### src/hw/rtl/lpsd_pkg.sv
// Package for the length-prefixed stream deframer.
// Holds the phase and result-kind codes, header sizes and the result record.
// No dependencies.
package lpsd_pkg;

  localparam int unsigned HEADER_BYTES = 12;
  localparam int unsigned PREFIX_BYTES = 4;

  localparam logic [3:0] HEADER_SIZE = 4'(HEADER_BYTES);
  localparam logic [3:0] PREFIX_SIZE = 4'(PREFIX_BYTES);

  localparam logic [24:0] MAX_PACKET_RESET = 25'd65536;

  typedef enum logic {
    PHASE_HEADER = 1'b0,
    PHASE_BODY   = 1'b1
  } phase_t;

  typedef enum logic [1:0] {
    KIND_BODY  = 2'd0,
    KIND_EMPTY = 2'd1,
    KIND_BAD   = 2'd2
  } kind_t;

  typedef enum logic {
    CFG_FRAMING_MODE = 1'b0,
    CFG_MAX_PACKET   = 1'b1
  } cfg_index_t;

  typedef struct packed {
    logic [31:0] bad_length;
    logic [31:0] session_id;
    logic [31:0] message_id;
    logic [7:0]  data_byte;
    logic        last;
    kind_t       kind;
  } result_t;

endpackage

### src/hw/rtl/lpsd_core.sv
// Framing state of the deframer: header collection, length check, body count.
// Holds the configuration registers. Depends on lpsd_pkg.
module lpsd_core (
  input  logic                  clk,
  input  logic                  rst,
  input  logic                  cfg_we,
  input  lpsd_pkg::cfg_index_t  cfg_sel,
  input  logic [24:0]           cfg_value,
  input  logic                  item_valid,
  input  logic [7:0]            item_byte,
  output logic                  res_valid,
  output lpsd_pkg::result_t     res
);

  logic        framing_mode;
  logic [24:0] max_packet_bytes;

  lpsd_pkg::phase_t phase, phase_next;
  logic [3:0]  header_count, header_count_next;
  logic [31:0] frame_length, frame_length_next;
  logic [31:0] held_message_id, held_message_id_next;
  logic [31:0] held_session_id, held_session_id_next;
  logic [31:0] body_remaining, body_remaining_next;
  logic        closed, closed_next;

  logic [3:0]  count_inc;
  logic [3:0]  hsize;
  logic [31:0] hsize_w;
  logic [31:0] len_new;
  logic        header_done;
  logic        len_bad;

  always_ff @(posedge clk) begin
    if (rst) begin
      framing_mode     <= 1'b0;
      max_packet_bytes <= lpsd_pkg::MAX_PACKET_RESET;
    end else if (cfg_we) begin
      unique case (cfg_sel)
        lpsd_pkg::CFG_FRAMING_MODE: framing_mode     <= cfg_value[0];
        lpsd_pkg::CFG_MAX_PACKET:   max_packet_bytes <= cfg_value;
        default: ;
      endcase
    end
  end

  always_ff @(posedge clk) begin
    if (rst) begin
      phase           <= lpsd_pkg::PHASE_HEADER;
      header_count    <= '0;
      frame_length    <= '0;
      held_message_id <= '0;
      held_session_id <= '0;
      body_remaining  <= '0;
      closed          <= 1'b0;
    end else begin
      phase           <= phase_next;
      header_count    <= header_count_next;
      frame_length    <= frame_length_next;
      held_message_id <= held_message_id_next;
      held_session_id <= held_session_id_next;
      body_remaining  <= body_remaining_next;
      closed          <= closed_next;
    end
  end

  assign count_inc = header_count + 4'd1;
  assign hsize     = framing_mode ? lpsd_pkg::PREFIX_SIZE : lpsd_pkg::HEADER_SIZE;
  assign hsize_w   = {28'd0, hsize};
  assign len_new   = (header_count < 4'd4) ? {frame_length[23:0], item_byte} : frame_length;
  assign header_done = (count_inc >= hsize);
  assign len_bad   = (len_new < hsize_w) || (len_new > {7'd0, max_packet_bytes});

  always_comb begin
    phase_next           = phase;
    header_count_next    = header_count;
    frame_length_next    = frame_length;
    held_message_id_next = held_message_id;
    held_session_id_next = held_session_id;
    body_remaining_next  = body_remaining;
    closed_next          = closed;
    res_valid            = 1'b0;
    res                  = '0;
    res.kind             = lpsd_pkg::KIND_BODY;

    if (item_valid && !closed) begin
      unique case (phase)
        lpsd_pkg::PHASE_BODY: begin
          res_valid          = 1'b1;
          res.kind           = lpsd_pkg::KIND_BODY;
          res.data_byte      = item_byte;
          res.message_id     = held_message_id;
          res.session_id     = held_session_id;
          res.last           = (body_remaining <= 32'd1);
          if (body_remaining > 32'd1) begin
            body_remaining_next = body_remaining - 32'd1;
          end else begin
            body_remaining_next = '0;
            phase_next          = lpsd_pkg::PHASE_HEADER;
          end
        end
        lpsd_pkg::PHASE_HEADER: begin
          frame_length_next = len_new;
          if (header_count >= 4'd4 && header_count < 4'd8) begin
            held_message_id_next = {held_message_id[23:0], item_byte};
          end else if (header_count >= 4'd8) begin
            held_session_id_next = {held_session_id[23:0], item_byte};
          end
          header_count_next = count_inc;

          if (header_done) begin
            header_count_next = '0;
            // prefix mode reports zero ids
            if (framing_mode) begin
              held_message_id_next = '0;
              held_session_id_next = '0;
            end
            if (len_bad) begin
              res_valid      = 1'b1;
              res.kind       = lpsd_pkg::KIND_BAD;
              res.bad_length = len_new;
              closed_next    = 1'b1;
            end else begin
              body_remaining_next = len_new - hsize_w;
              if (len_new == hsize_w) begin
                res_valid      = 1'b1;
                res.kind       = lpsd_pkg::KIND_EMPTY;
                res.message_id = held_message_id_next;
                res.session_id = held_session_id_next;
                res.last       = 1'b1;
              end else begin
                phase_next = lpsd_pkg::PHASE_BODY;
              end
            end
          end
        end
        default: ;
      endcase
    end
  end

endmodule

### src/hw/rtl/lpsd_skid.sv
// Two-entry output buffer: result register plus skid register.
// Input ready comes from a register. Depends on lpsd_pkg.
module lpsd_skid (
  input  logic               clk,
  input  logic               rst,
  input  logic               push,
  input  lpsd_pkg::result_t  push_data,
  output logic               can_push,
  output logic               out_valid,
  input  logic               out_ready,
  output lpsd_pkg::result_t  out_data
);

  lpsd_pkg::result_t skid_data;
  logic              skid_valid;
  logic              pop;

  assign pop      = out_valid && out_ready;
  assign can_push = !skid_valid;

  always_ff @(posedge clk) begin
    if (rst) begin
      out_valid  <= 1'b0;
      skid_valid <= 1'b0;
    end else begin
      if (skid_valid) begin
        // drain skid into the output register
        if (pop) begin
          out_valid  <= 1'b1;
          skid_valid <= 1'b0;
        end
      end else if (push) begin
        if (!out_valid || pop) begin
          out_valid <= 1'b1;
        end else begin
          skid_valid <= 1'b1;
        end
      end else if (pop) begin
        out_valid <= 1'b0;
      end
    end
  end

  always_ff @(posedge clk) begin
    if (skid_valid) begin
      if (pop) begin
        out_data <= skid_data;
      end
    end else if (push) begin
      if (!out_valid || pop) begin
        out_data <= push_data;
      end else begin
        skid_data <= push_data;
      end
    end
  end

endmodule

### src/hw/rtl/length_prefixed_stream_deframer_unit.sv
// Top level of the length-prefixed stream deframer.
// Depends on lpsd_pkg, lpsd_core and lpsd_skid.
//
//  channel  | direction | handshake          | payload
//  ---------+-----------+--------------------+-----------------------------------
//  s_*      | in        | s_tvalid/s_tready  | tdata: rx_byte
//  m_*      | out       | m_tvalid/m_tready  | tdata, tuser: kind, tlast: last
//  cfg_*    | in        | cfg_valid/cfg_ready| cfg_index, cfg_data
//
// One byte is accepted every cycle while s_tready is high; each byte's result (if any)
// goes to the output register, or to the skid register while the output is stalled.
// Header decode, length check and body count sit between the framing state registers
// and the two-entry output buffer. rst (synchronous) returns to header collection,
// opens the block and restores framing_mode 0 and max_packet_bytes 65536. With
// m_tready low, one more transaction fits in the skid register before s_tready drops.
module length_prefixed_stream_deframer_unit (
  input  logic          clk,
  input  logic          rst,
  input  logic          s_tvalid,
  output logic          s_tready,
  input  logic [7:0]    s_tdata,   // [7:0] rx_byte
  output logic          m_tvalid,
  input  logic          m_tready,
  output logic [103:0]  m_tdata,   // [7:0] data_byte, [39:8] message_id,
                                   // [71:40] session_id, [103:72] bad_length
  output logic [1:0]    m_tuser,   // [1:0] kind
  output logic          m_tlast,
  input  logic          cfg_valid,
  output logic          cfg_ready,
  input  logic          cfg_index,
  input  logic [24:0]   cfg_data
);

  lpsd_pkg::result_t res;
  lpsd_pkg::result_t out_res;
  logic              res_valid;
  logic              accept;

  assign cfg_ready = 1'b1;
  assign accept    = s_tvalid && s_tready;

  lpsd_core u_core (
    .clk        (clk),
    .rst        (rst),
    .cfg_we     (cfg_valid),
    .cfg_sel    (lpsd_pkg::cfg_index_t'(cfg_index)),
    .cfg_value  (cfg_data),
    .item_valid (accept),
    .item_byte  (s_tdata),
    .res_valid  (res_valid),
    .res        (res)
  );

  lpsd_skid u_skid (
    .clk       (clk),
    .rst       (rst),
    .push      (res_valid),
    .push_data (res),
    .can_push  (s_tready),
    .out_valid (m_tvalid),
    .out_ready (m_tready),
    .out_data  (out_res)
  );

  assign m_tdata = {out_res.bad_length, out_res.session_id,
                    out_res.message_id, out_res.data_byte};
  assign m_tuser = out_res.kind;
  assign m_tlast = out_res.last;

endmodule
### config.mk
export PLATFORM = sky130hd
export DESIGN_NAME = length_prefixed_stream_deframer_unit
export DESIGN_NICKNAME = d
export VERILOG_FILES = /design/src/hw/rtl/lpsd_pkg.sv /design/src/hw/rtl/lpsd_core.sv /design/src/hw/rtl/lpsd_skid.sv /design/src/hw/rtl/length_prefixed_stream_deframer_unit.sv
export SDC_FILE = /design/constraint.sdc
export NUM_CORES = 1
export LEC_CHECK = 0
export BUFFER_PORTS_ARGS = -buffer_cell sky130_fd_sc_hd__buf_2
export CORE_MARGIN = 3
export CORE_UTILIZATION = 41
export CTS_CLUSTER_SIZE = 28
export DETAILED_ROUTE_END_ITERATION = 10
export MAX_ROUTING_LAYER = met4
export SYNTH_ARGS = -nofsm -noshare
export SYNTH_HDL_FRONTEND = slang
export SYNTH_SLANG_ARGS = --single-unit
### constraint.sdc
create_clock -name clk -period 18.8 [get_ports clk]
set_input_delay 5.64 -clock clk [delete_from_list [all_inputs] [get_ports clk]]
set_output_delay 5.64 -clock clk [all_outputs]
set_load 0.01 [all_outputs]
==> impl_metrics.json <==
{
  "status": "completed",
  "r2r-end": "u_skid.out_data[95]",
  "cpPeakStageDelay_ns": 0.87,
  "power.internal_mw": 1.350,
  "synth.distinct_cells": 92,
  "dieArea_mm2": 0.04802,
  "cts_tree": "yes",
  "design_area_mm2": 0.02088,
  "drv_cap": 0,
  "grt_max_degree": 82,
  "syn-num-nets": 1889,
  "end_kind": "flip-flop",
  "gr-total-overflow": 0,
  "min_to": "u_core.max_packet_bytes[19]",
  "finalSetupViolations": 0,
  "grt_pass1_vias": 13735,
  "postSynthAreaPerCell_um2": 10.23,
  "p_switching_mw": 0.4231,
  "nets": 1963,
  "wl_per_cell_um": 21.58,
  "clk_pin_slew_ns": 0.06,
  "crit_family": "compound AO/OA/AOI/OAI gates",
  "reg2reg_depth": 13,
  "cts_buffers": 41,
  "wirelength_um": 54360,
  "slowest_stage": "o32a_2",
  "drtIter0Drc": 1422,
  "ctsHoldBuffers": 0,
  "finClkSkew_ns": 0.01759,
  "core-area_mm2": 0.04451,
  "place_area_mm2": 0.01959,
  "via_per_inst": 5.886,
  "final.setup.tns_ns": 0,
  "cp_max_fo": 69,
  "irDropWorstVdd_v": 0.00005924,
  "ys_ff_latch": 376,
  "leakage_nw": 7.867,
  "critPathBufInv": 3,
  "clock-sinks": 376,
  "num_vias": 14826,
  "netlist_instances": 1820,
  "hold_viol": 0,
  "powerDensity_mw_per_mm2": 84.94,
  "maxSlewHeadroom_pct": 26.14,
  "ant_nets": 0,
  "dr.pass1.iters": 5,
  "n_fill_cell": 4210,
  "ys_warn_count": 0,
  "rsz0062_at_grt": "false",
  "drive_gt1_share_pct": 15.89,
  "hold_class": "reg2reg",
  "dpl.hpwl_um": 35030,
  "dpl.cell_count": 2443,
  "sw_frac_of_total_pct": 23.86,
  "min_period_over_period_pct": 53.63,
  "cp_cell_sequence": "buf_2 -> mux2i_1 -> inv_1 -> ha_1 -> o211ai_1 -> o211a_1 -> nand4_1 -> nor4_4 -> a211oi_2 -> a21oi_1 -> o32a_2 -> buf_4",
  "chipWidth_um": 219.1,
  "post_cts_resized": 0,
  "critPathLaunchType": "input pin",
  "p_clk_share_pct": 43.9,
  "port_buffers": 147,
  "fmax_ghz": 0.09918,
  "worstPathRequired_ns": 18.97,
  "rows": 77,
  "start_util_pct": 41.85,
  "synth-edff-count": 214,
  "synthArstFlopShare_pct": 0,
  "max-clock-path-buffers": 3,
  "synthesis.area_mm2": 0.01863,
  "grt.total_usage_pct": 22.84,
  "clk-insertion-delay-late_ns": 0.56,
  "htree_levels": 2,
  "power_frac_seq_pct": 49.5,
  "timing.rr.start": "u_core.header_count[2]",
  "min_period_ns": 10.08,
  "worst_pin_slew_ns": 1.108,
  "worstSetupPathType": "in2reg",
  "root_buffer": "clkbuf_16",
  "worstHoldStart": "u_core.max_packet_bytes[19]",
  "fp.dieH_um": 219.1,
  "yosysSeqAreaShare_pct": 51.91,
  "post_cts_buffers": 0,
  "route.detailed.drc": 0,
  "hold_depth": 2,
  "arrival_ns": 10.25,
  "grt_pass1_wl_um": 82990,
  "synth_flop_cell": "edfxtp_1",
  "fin_cells": 2519,
  "drv_slew": 0,
  "comb_power_share_pct": 6.6,
  "ff2ff_setup_slack_ns": 12.02,
  "num_io_pins": 149,
  "antenna_found_initial": 0,
  "area_delta_synth_final_pct": 12.10,
  "gp_congestion": 0.9008
}
[state kept, by name, summed over array words and instances, names as in the netlist]
| signal | cells |
|---|---|
| u_core.held_message_id | 32 |
| u_skid.skid_data | 107 |
| u_core.body_remaining | 32 |
| u_skid.out_data | 107 |
| u_core.phase | 1 |
| u_core.framing_mode | 1 |
| u_skid.out_valid | 1 |
| u_core.closed | 1 |
| u_core.max_packet_bytes | 25 |
| u_core.frame_length | 32 |
| u_core.held_session_id | 32 |
| u_core.header_count | 4 |
| u_skid.skid_valid | 1 |
[power groups by stage]
stage	Sequential, mW	Combinational [mW]	Clock (mW)
2_1_floorplan	0.892	0.0795	0
3_3_place_gp	0.894	0.113	0
3_5_place_dp	0.895	0.115	0
4_1_cts	0.877	0.115	0.798
5_1_grt	0.878	0.127	0.837
6_report	0.877	0.117	0.779
[layout make-up]
class	instances	area (um^2)	area share, %
clock buffer	58	1171	5.608
inverter	97	364.1	1.744
tap	592	740.7	3.547
multi-input combinational	1201	7848	37.58
timing repair buffer	177	963.4	4.614
antenna	1	2.502	0.01198
sequential	376	9674	46.33
clock inverter	17	117.6	0.5632
[synth_stat cells, types with 10 or more instances]
| master | n | area share, % |
|---|---|---|
| mux2i_1 | 32 | 1.7 |
| clkbuf_1 | 99 | 2.0 |
| nand4_1 | 14 | 0.47 |
| a21oi_1 | 73 | 2.0 |
| inv_1 | 97 | 2.0 |
| a21o_1 | 76 | 3.1 |
| nand2_1 | 244 | 4.9 |
| and3_1 | 13 | 0.44 |
| a211oi_1 | 31 | 1.2 |
| nand3_1 | 21 | 0.56 |
| o41ai_2 | 29 | 2.5 |
| edfxtp_1 | 214 | 34 |
| a221o_1 | 64 | 3.4 |
| or3_1 | 14 | 0.47 |
| o22ai_1 | 13 | 0.44 |
| ha_1 | 30 | 2.0 |
| nor4_1 | 21 | 0.71 |
| buf_6 | 25 | 1.5 |
| buf_4 | 10 | 0.40 |
| a22oi_1 | 69 | 2.8 |
| nor2_1 | 163 | 3.3 |
| xnor2_1 | 12 | 0.56 |
| o31ai_1 | 38 | 1.5 |
| nor3_1 | 23 | 0.62 |
| dfxtp_1 | 162 | 17 |
| o21ai_0 | 68 | 1.8 |
[layer usage]
metal / up-vias / share of wire, % / track usage, %
li1: 6943 / - / -
met5: - / 0 / -
met3: 85 / 7.4 / 4.209
met1: 7245 / 46 / 32.86
met2: 553 / 44 / 33.17
met4: 0 / 2.5 / 6.178
[logic make-up (layout without fill, tap and decap cells)]
family / after synthesis / after routing / share of synthesized area, %
mux: 36 / 36 / 2.042
simple gates: 560 / 560 / 13.50
buf+inv: 243 / 349 / 6.146
fa+ha+maj: 30 / 30 / 2.015
xor+xnor: 16 / 16 / 0.7523
flops: 376 / 376 / 51.91
compound gates: 558 / 558 / 23.62
other cells: 1 / 2 / 0.02013
[placed cells by master, fill, tap and decap left out, types with 21 or more instances in the layout]
master       n
edfxtp_1   214
ha_1        30
nor3_1      22
a21oi_1     73
a21o_1      76
nor4_1      21
o41ai_2     28
mux2i_1     32
nor2_1     162
nand2_1    244
nand3_1     21
inv_1       97
o21ai_0     68
buf_4       31
a221o_1     64
dfxtp_1    160
buf_2      146
o31ai_1     38
a211oi_1    31
a22oi_1     69
clkbuf_16   42
[worst max path at each step]
| stage | startpoint | end | slack (ns) | cells past startpoint |
|---|---|---|---|---|
| floorplan | s_tdata[3] | u_skid.out_data[0] | 7.79 | 11 |
| global placement | s_tdata[3] | u_skid.out_data[55] | 8.33 | 12 |
| detailed placement | s_tdata[3] | u_skid.out_data[62] | 8.17 | 12 |
| CTS | s_tdata[3] | u_skid.out_data[100] | 8.75 | 12 |
| global route | s_tdata[3] | u_skid.out_data[91] | 8.37 | 12 |
| finish | s_tdata[3] | u_skid.out_data[95] | 8.72 | 12 |
[worst min-delay path: cells and delay by family, from the launching register on]
family          cells  cell delay [ns]
simple gates        1             0.05
compound gates      1             0.05
flops               1             0.30
[stage by stage]
stage	util (%)	hold slack [ns]	power, mW	setup slack [ns]
after floorplan	-	0.4238	0.9711	7.789
after global placement	44.01	0.4472	1.008	8.326
after detailed placement	44.01	0.4496	1.009	8.167
after CTS	46.91	0.4589	1.790	8.747
after global routing	46.91	0.4772	1.842	8.365
final	46.91	0.4552	1.774	8.717
Note: power is estimated with default switching activity, not from simulation.
